==> config.mk <==
export PLATFORM = sky130hd
export DESIGN_NAME = order_book_top_of_book_core
export DESIGN_NICKNAME = d
export VERILOG_FILES = /design/src/obtb_pkg.sv /design/src/obtb_front.sv /design/src/obtb_back.sv /design/src/order_book_top_of_book_core.sv
export SDC_FILE = /design/constraint.sdc
export NUM_CORES = 2
export LEC_CHECK = 0
export BUFFER_PORTS_ARGS = -buffer_cell sky130_fd_sc_hd__buf_2
export CORE_ASPECT_RATIO = 0.8
export CORE_MARGIN = 1
export CORE_UTILIZATION = 61
export DETAILED_ROUTE_END_ITERATION = 10
export PLACE_DENSITY = 0.8
export SLEW_MARGIN = 20
export SYNTH_ARGS = -nofsm -noshare
export SYNTH_HDL_FRONTEND = slang
export SYNTH_HIERARCHICAL = 1
export SYNTH_SLANG_ARGS = --single-unit
export TNS_END_PERCENT = 50
==> constraint.sdc <==
create_clock -name clk -period 24.4 [get_ports clk]
set_input_delay 3.66 -clock clk [delete_from_list [all_inputs] [get_ports clk]]
set_output_delay 3.66 -clock clk [all_outputs]
set_load 0.005 [all_outputs]
==> src/obtb_pkg.sv <==
// Shared types and codes for the order book top-of-book block.
// Used by obtb_front, obtb_back and order_book_top_of_book_core.
package obtb_pkg;

  // Operation codes
  localparam logic OP_ADD   = 1'b0;
  localparam logic OP_FLUSH = 1'b1;

  // Side codes
  localparam logic SIDE_BUY  = 1'b0;
  localparam logic SIDE_SELL = 1'b1;

  // Status codes
  localparam logic [1:0] STAT_DONE        = 2'd0;
  localparam logic [1:0] STAT_LEVEL_FULL  = 2'd1;
  localparam logic [1:0] STAT_QUEUE_FULL  = 2'd2;

  // One request as it travels from front to back
  typedef struct packed {
    logic        operation;
    logic        side;
    logic [31:0] price;
    logic [31:0] quantity;
    logic [31:0] user;
    logic [31:0] user_order;
  } obtb_req_t;

  // Best level of one side and the oldest entry there
  typedef struct packed {
    logic        valid;
    logic [31:0] price;
    logic [31:0] quantity;
    logic [31:0] user;
    logic [31:0] user_order;
  } obtb_top_t;

  // Handoff from front queue to back engine
  typedef struct packed {
    logic      valid;
    obtb_req_t req;
  } obtb_fe_t;

endpackage

==> src/obtb_front.sv <==
// Front end: accepts requests and holds them in a two-entry queue.
// Depends on obtb_pkg.
module obtb_front (
  input  logic              clk,
  input  logic              rst_n,
  input  logic              in_valid,
  output logic              in_stall,
  input  obtb_pkg::obtb_req_t in_req,
  output obtb_pkg::obtb_fe_t  fe_out,
  input  logic              fe_pop
);
  import obtb_pkg::*;

  obtb_req_t  slot_r [2];
  logic       wr_ptr_r;
  logic       rd_ptr_r;
  logic [1:0] cnt_r;
  logic       push;

  assign in_stall     = (cnt_r == 2'd2);
  assign push         = in_valid && !in_stall;
  assign fe_out.valid = (cnt_r != 2'd0);
  assign fe_out.req   = slot_r[rd_ptr_r];

  // Hold payload of queued requests
  always_ff @(posedge clk) begin
    if (push) begin
      slot_r[wr_ptr_r] <= in_req;
    end
  end

  // Advance pointers and count
  always_ff @(posedge clk) begin
    if (!rst_n) begin
      wr_ptr_r <= 1'b0;
      rd_ptr_r <= 1'b0;
      cnt_r    <= 2'd0;
    end else begin
      if (push) begin
        wr_ptr_r <= !wr_ptr_r;
      end
      if (fe_pop) begin
        rd_ptr_r <= !rd_ptr_r;
      end
      cnt_r <= cnt_r + {1'b0, push} - {1'b0, fe_pop};
    end
  end

endmodule

==> src/obtb_back.sv <==
// Back end: level table search, level creation, best level tracking, result register.
// Depends on obtb_pkg.
module obtb_back #(
  parameter int LEVELS      = 16,
  parameter int QUEUE_DEPTH = 8
) (
  input  logic               clk,
  input  logic               rst_n,
  input  obtb_pkg::obtb_fe_t fe_in,
  output logic               fe_pop,
  output logic               out_valid,
  input  logic               out_stall,
  output logic [1:0]         out_status,
  output obtb_pkg::obtb_top_t out_bid,
  output obtb_pkg::obtb_top_t out_ask
);
  import obtb_pkg::*;

  localparam int CW = $clog2(LEVELS + 1);
  localparam int AW = (2 * LEVELS > 1) ? $clog2(2 * LEVELS) : 1;
  localparam int FW = $clog2(QUEUE_DEPTH + 1);

  typedef enum logic {S_IDLE, S_SCAN} state_t;

  state_t      state_r;
  obtb_req_t   req_r;
  logic [CW-1:0] k_r;
  logic [CW-1:0] cnt_r [2];
  obtb_top_t   top_r [2];
  logic        out_valid_r;
  logic [1:0]  out_status_r;
  obtb_top_t   out_bid_r;
  obtb_top_t   out_ask_r;

  // Level memory: price and fill count, side-major
  logic [31:0]   price_mem [2*LEVELS];
  logic [FW-1:0] fill_mem  [2*LEVELS];
  logic [31:0]   rd_price_r;
  logic [FW-1:0] rd_fill_r;

  obtb_req_t     cur;
  logic          out_free;
  logic [AW-1:0] rd_addr;
  logic          we;
  logic [AW-1:0] wr_addr;
  logic [31:0]   wr_price;
  logic [FW-1:0] wr_fill;
  logic          finish;
  logic [1:0]    fin_status;
  logic          go_scan;
  logic [CW-1:0] k_nxt;
  logic          create;
  logic          cnt_clr;
  logic          better;
  obtb_top_t     top_nxt [2];
  logic [CW-1:0] k_inc;

  function automatic logic [AW-1:0] lvl_addr(input logic sd, input logic [CW-1:0] slot);
    logic [AW-1:0] base;
    base = sd ? AW'(LEVELS) : '0;
    return base + AW'(slot);
  endfunction

  assign out_free = !out_valid_r || !out_stall;
  assign cur      = (state_r == S_IDLE) ? fe_in.req : req_r;
  assign k_inc    = k_r + CW'(1);

  // Decide the next step of the current request
  always_comb begin
    fe_pop     = 1'b0;
    rd_addr    = lvl_addr(cur.side, k_inc);
    we         = 1'b0;
    wr_addr    = lvl_addr(cur.side, cnt_r[cur.side]);
    wr_price   = cur.price;
    wr_fill    = FW'(1);
    finish     = 1'b0;
    fin_status = STAT_DONE;
    go_scan    = 1'b0;
    k_nxt      = k_r;
    create     = 1'b0;
    cnt_clr    = 1'b0;
    unique case (state_r)
      S_IDLE: begin
        if (fe_in.valid && out_free) begin
          fe_pop = 1'b1;
          if (cur.operation == OP_FLUSH) begin
            cnt_clr = 1'b1;
            finish  = 1'b1;
          end else if (cnt_r[cur.side] == '0) begin
            create = 1'b1;
          end else begin
            go_scan = 1'b1;
            k_nxt   = '0;
            rd_addr = lvl_addr(cur.side, '0);
          end
        end
      end
      S_SCAN: begin
        if (rd_price_r == cur.price) begin
          finish = 1'b1;
          if (rd_fill_r == FW'(QUEUE_DEPTH)) begin
            fin_status = STAT_QUEUE_FULL;
          end else begin
            we      = 1'b1;
            wr_addr = lvl_addr(cur.side, k_r);
            wr_fill = rd_fill_r + FW'(1);
          end
        end else if (k_inc == cnt_r[cur.side]) begin
          create = 1'b1;
        end else begin
          go_scan = 1'b1;
          k_nxt   = k_inc;
        end
      end
      default: ;
    endcase
    // Open a new level at the next free slot, or reject when the table is full
    if (create) begin
      finish = 1'b1;
      if (cnt_r[cur.side] == CW'(LEVELS)) begin
        fin_status = STAT_LEVEL_FULL;
        create     = 1'b0;
      end else begin
        we = 1'b1;
      end
    end
  end

  // Track the best level of each side
  always_comb begin
    top_nxt[0] = top_r[0];
    top_nxt[1] = top_r[1];
    better = (cur.side == SIDE_BUY) ? (cur.price > top_r[cur.side].price)
                                    : (cur.price < top_r[cur.side].price);
    if (cnt_clr) begin
      top_nxt[0].valid = 1'b0;
      top_nxt[1].valid = 1'b0;
    end else if (create && (!top_r[cur.side].valid || better)) begin
      top_nxt[cur.side] = '{valid: 1'b1, price: cur.price, quantity: cur.quantity,
                            user: cur.user, user_order: cur.user_order};
    end
  end

  // Write and read the level memory
  always_ff @(posedge clk) begin
    if (we) begin
      price_mem[wr_addr] <= wr_price;
      fill_mem[wr_addr]  <= wr_fill;
    end
    rd_price_r <= price_mem[rd_addr];
    rd_fill_r  <= fill_mem[rd_addr];
  end

  // Hold state, book counters and the result register
  always_ff @(posedge clk) begin
    if (!rst_n) begin
      state_r     <= S_IDLE;
      k_r         <= '0;
      cnt_r[0]    <= '0;
      cnt_r[1]    <= '0;
      top_r[0]    <= '0;
      top_r[1]    <= '0;
      out_valid_r <= 1'b0;
    end else begin
      if (fe_pop) begin
        req_r <= fe_in.req;
      end
      k_r        <= k_nxt;
      top_r[0]   <= top_nxt[0];
      top_r[1]   <= top_nxt[1];
      if (cnt_clr) begin
        cnt_r[0] <= '0;
        cnt_r[1] <= '0;
      end else if (create) begin
        cnt_r[cur.side] <= cnt_r[cur.side] + CW'(1);
      end
      if (go_scan) begin
        state_r <= S_SCAN;
      end else if (finish) begin
        state_r <= S_IDLE;
      end
      if (finish) begin
        out_valid_r  <= 1'b1;
        out_status_r <= fin_status;
        if (top_nxt[0].valid && top_nxt[1].valid) begin
          out_bid_r <= top_nxt[0];
          out_ask_r <= top_nxt[1];
        end else begin
          out_bid_r <= '0;
          out_ask_r <= '0;
        end
      end else if (!out_stall) begin
        out_valid_r <= 1'b0;
      end
    end
  end

  assign out_valid  = out_valid_r;
  assign out_status = out_status_r;
  assign out_bid    = out_bid_r;
  assign out_ask    = out_ask_r;

endmodule

==> src/order_book_top_of_book_core.sv <==
// Channel   Ports                         Direction
// input     in_valid / in_stall, fields   request in
// result    out_valid / out_stall, fields request out
//
// A flush, or an add to a side holding no levels, finishes in the back end without a scan.
// An add to a side holding levels scans the level memory one slot per cycle through
// its single read port, until the price matches or the last slot is read.
// The front queue holds two requests; the result register frees when taken.
// Reset (rst_n low, synchronous) empties both sides and the queue.
// Top-level wrapper: depends on obtb_pkg, obtb_front and obtb_back.
module order_book_top_of_book_core #(
  parameter int LEVELS      = 16,
  parameter int QUEUE_DEPTH = 8
) (
  input  logic        clk,
  input  logic        rst_n,
  input  logic        in_valid,
  output logic        in_stall,
  input  logic        in_operation,
  input  logic        in_side,
  input  logic [31:0] in_price,
  input  logic [31:0] in_quantity,
  input  logic [31:0] in_user,
  input  logic [31:0] in_user_order,
  output logic        out_valid,
  input  logic        out_stall,
  output logic [1:0]  out_status,
  output logic        out_top_valid,
  output logic [31:0] out_bid_price,
  output logic [31:0] out_bid_quantity,
  output logic [31:0] out_bid_user,
  output logic [31:0] out_bid_user_order,
  output logic [31:0] out_ask_price,
  output logic [31:0] out_ask_quantity,
  output logic [31:0] out_ask_user,
  output logic [31:0] out_ask_user_order
);
  import obtb_pkg::*;

  obtb_req_t in_req;
  obtb_fe_t  fe;
  logic      fe_pop;
  obtb_top_t bid;
  obtb_top_t ask;

  assign in_req = '{operation: in_operation, side: in_side, price: in_price,
                    quantity: in_quantity, user: in_user, user_order: in_user_order};

  obtb_front u_front (
    .clk      (clk),
    .rst_n    (rst_n),
    .in_valid (in_valid),
    .in_stall (in_stall),
    .in_req   (in_req),
    .fe_out   (fe),
    .fe_pop   (fe_pop)
  );

  obtb_back #(
    .LEVELS      (LEVELS),
    .QUEUE_DEPTH (QUEUE_DEPTH)
  ) u_back (
    .clk        (clk),
    .rst_n      (rst_n),
    .fe_in      (fe),
    .fe_pop     (fe_pop),
    .out_valid  (out_valid),
    .out_stall  (out_stall),
    .out_status (out_status),
    .out_bid    (bid),
    .out_ask    (ask)
  );

  assign out_top_valid      = bid.valid && ask.valid;
  assign out_bid_price      = bid.price;
  assign out_bid_quantity   = bid.quantity;
  assign out_bid_user       = bid.user;
  assign out_bid_user_order = bid.user_order;
  assign out_ask_price      = ask.price;
  assign out_ask_quantity   = ask.quantity;
  assign out_ask_user       = ask.user;
  assign out_ask_user_order = ask.user_order;

  // Pop only from a non-empty front queue
  a_pop_valid: assert property (@(posedge clk) disable iff (!rst_n)
    fe_pop |-> fe.valid) else $error("pop from empty front queue");

  // When either book side is empty, both sides report zero prices
  a_empty_zero: assert property (@(posedge clk) disable iff (!rst_n)
    (out_valid && !out_top_valid) |-> (out_bid_price == 32'd0 && out_ask_price == 32'd0))
    else $error("top fields not cleared");

  // Queue is not full (no stall) right after reset
  a_reset_open: assert property (@(posedge clk)
    (rst_n && $past(!rst_n)) |-> !in_stall) else $error("stall after reset");

endmodule
==> qor.csv <==
stage,metric,value,unit
timing,fin_crit_sh,0.327,
synth,synth_fp_nets,5064,
clock_network,cts.sinks,2117,
power,p_leak,32.0,nW
global_route,use_met1,0.425,
critical_path,path_max_fanout,49,
clock_network,ctsHoldBuffers,0,
floorplan,chipHeight,329,um
cells_and_area,fin_nets,5471,
placed_design,gp_congestion,0.872,
cells_and_area,fillCellCount,8137,
timing,fin_setup_tns,0,ps
critical_path,worstSetupPathType,reg -> reg,
placed_design,dp_hpwl,123,mm
synth,synth-seq-cells,2117,
floorplan,die_w,411,um
timing,relSlewSlack,0.135,
global_route,grtUsageTotal,0.312,
cells_and_area,mostFrequentLayoutCell,edfxtp_1,
timing,rsz0062_at_grt,false,
synth,ys.flop_type,edfxtp_1,
clock_network,ctsResizeCount,0,
cells_and_area,mostFrequentLayoutCells,"1811 x edfxtp_1, 673 x nor2_1, 394 x buf_2, 363 x mux2i_1, 303 x dfxtp_1",
critical_path,crit_path_start_kind,flip-flop,
detailed_routing,vias_per_cell,6.51,
timing,finalHoldViolCount,0,
detailed_routing,num_vias,47100,
detailed_routing,wirelength,212,mm
placed_design,portBuffers,394,
status,outcome,finished clean,
clock_network,cts_tree,yes,
floorplan,pin_count,395,
floorplan,placementRows,119,
critical_path,end_kind,flip-flop,
clock_network,cts_buffers,185,
clock_network,cts_root_buf,clkbuf_16,
synth,syn_inst,4891,
global_route,grt_pass1_vias,46200,
clock_network,clock_latency,840,ps
run,maxCapViolCount,0,
global_route,grt_pass1_wl,307,mm
clock_network,clock_path_buffers,3,
synth,yosysUniqueCellTypes,61,
synth,synth_edf_count,1811,
hold_path,hold_path_class,reg -> reg,
timing,setup_violations,0,
synth,syn_avg_cell_area,16.7,um^2
detailed_routing,drc,0,
synth,ys_async_sr_fraction,0,
timing,min_period,7990,ps
global_route,antenna_found_initial,40,
floorplan,core_area,132000,um^2
synth,syn-cell-area,81700,um^2
detailed_routing,drtAntennaViolNets,0,
cells_and_area,drive_gt1_frac,0.243,
global_route,grt_max_degree,181,
synth,ys_seq_area_frac,0.740,
power,max-vdd-ir-drop,0.0867,mV
critical_path,cp_data_arrival_time,8530,ps
timing,worstMarginPinSlew,1300,ps
timing,fin_worst_skew,31.4,ps
detailed_routing,dr.pass1.iters,8,
clock_network,clkTransAtPathRegs,70,ps
clock_network,post_cts_buffers,0,
timing,max_freq,125,MHz
power,powerDensity,108,nW/um^2
global_route,busiest_layer,met2,
power,power.total,9.94,mW
global_route,globalRouteMet2Util,0.463,
floorplan,start_util,0.618,
synth,synth-warning-count,6,
clock_network,cts_max_level,4,
global_route,grt_overflow,0,
critical_path,required,24940,ps
timing,slew_violations,0,
detailed_routing,drt_iter0_drc,6592,
cells_and_area,syn_to_final_growth,12.8,%
global_route,grt.met3_usage,0.0946,
floorplan,dieArea,135000,um^2
detailed_routing,wl_per_cell,29.3,um
through the flow:
stage	hold WS, ps	util	setup WS (ps)	instance area, um^2	instances
after global placement	458	0.648	16360	85700	6846
after floorplan	446	-	5000	81700	4891
after global routing	501	0.697	16100	92200	7224
after CTS	471	0.697	16440	92100	7208
final	469	0.698	16410	92200	7229
after detailed placement	462	0.651	16280	86100	6864
power breakdown:
group          switching, mW  internal [mW]  leakage (nW)  total [mW]
Combinational           1.60          0.714          10.1        2.32
Sequential             0.109           4.55          18.9        4.66
Clock                   1.32           1.64          3.00        2.96
Total                   3.03           6.91          32.0        9.94
kinds of logic after synthesis:
kind of cell | after synthesis | share of synthesized area
compound gates | 424 | 0.0378
flops | 2117 | 0.740
simple gates | 1143 | 0.0598
mux | 806 | 0.131
buf+inv | 309 | 0.0196
xor+xnor | 53 | 0.00577
fa+ha+maj | 39 | 0.00597
final cells by class:
type | count | area (um^2) | area share
Clock buffer | 246 | 5080 | 0.0551
Sequential cell | 2117 | 60500 | 0.656
Timing Repair Buffer | 508 | 3200 | 0.0347
Antenna cell | 20 | 50.0 | 0.000543
Inverter | 21 | 88.8 | 0.000963
Tap cell | 1754 | 2190 | 0.0238
Clock inverter | 98 | 1000 | 0.0109
Multi-Input combinational cell | 2465 | 20100 | 0.218
per-layer routing:
metal  part of all wire  up-vias  wire length, um
met4              0.051       28            10900
met5            0.00091        -              194
met2               0.45     3166            95200
met1               0.37    23700            78600
met3               0.13      529            27200
li1                   -    19600                -
cells in the mapped netlist (all sizes together), types with 2 or more instances:
| cell | count | area [um^2] |
|---|---|---|
| a21o | 3 | 22.5 |
| a21oi | 164 | 821 |
| a221o | 36 | 360 |
| a221oi | 73 | 764 |
| a22o | 36 | 315 |
| a22oi | 2 | 15.0 |
| a31oi | 9 | 56.3 |
| a41oi | 2 | 17.5 |
| and2 | 8 | 50.1 |
| and3 | 4 | 25.0 |
| buf | 120 | 893 |
| clkbuf | 168 | 631 |
| dfxtp | 306 | 6130 |
| edfxtp | 1811 | 54400 |
| ha | 39 | 488 |
| inv | 21 | 78.8 |
| mux2 | 259 | 2920 |
| mux2i | 367 | 3720 |
| mux4 | 180 | 4050 |
| nand2 | 109 | 412 |
| nand2b | 5 | 31.3 |
| nand3 | 45 | 230 |
| nand3b | 2 | 15.0 |
| nand4 | 12 | 75.1 |
| nor2 | 711 | 2680 |
| nor2b | 42 | 263 |
| nor3 | 153 | 776 |
| nor4 | 12 | 75.1 |
| o2111ai | 37 | 324 |
| o211ai | 3 | 22.5 |
| o21a | 3 | 23.8 |
| o21ai | 44 | 224 |
| o21bai | 2 | 15.0 |
| o32a | 4 | 40.0 |
| or2 | 2 | 12.5 |
| or3 | 36 | 225 |
| xnor2 | 14 | 130 |
| xor2 | 39 | 342 |
path summary, 6_finish.rpt:
kind	start	endpoint	slack [ps]	depth (start not counted)
setup / recovery	flip-flop	u_back/out_bid[78]$_SDFFCE_PN0P_	16410	17
hold / removal	u_back/top_r[0][128]$_SDFF_PN0_	u_back/top_r[0][128]$_SDFF_PN0_	470	2
setup reg to reg	flip-flop	u_back/out_bid[78]$_SDFFCE_PN0P_	16410	17
hold reg to reg	u_back/top_r[0][128]$_SDFF_PN0_	u_back/top_r[0][128]$_SDFF_PN0_	470	2
sequential cells by signal (all words and copies together), names as in the netlist, 2 cells and up, named ones only:
register / count
u_back/req_r: 129
u_back/cnt_r: 10
u_back/k_r: 5
u_front/cnt_r: 2
u_front/slot_r: 260
u_back/out_bid: 129
u_back/price_mem: 1024
u_back/fill_mem: 128
u_back/rd_price_r: 32
u_back/out_ask: 129
u_back/rd_fill_r: 4
u_back/top_r: 258
u_back/out_status: 2
worst max-delay path, stage by stage, from the launching register on:
cell       delay, ps
dfxtp_4          680
buf_4            570
buf_4            610
mux2_2           410
mux2_2           450
buf_4            340
xor2_1           200
nor4_1           430
nand4_1          210
nor2_1           340
buf_4            250
o31ai_4          140
o2111ai_4        130
buf_4            550
buf_4            810
buf_4            860
mux2i_1          390
nor2_1            60
Note: power is estimated with default switching activity, not from simulation.
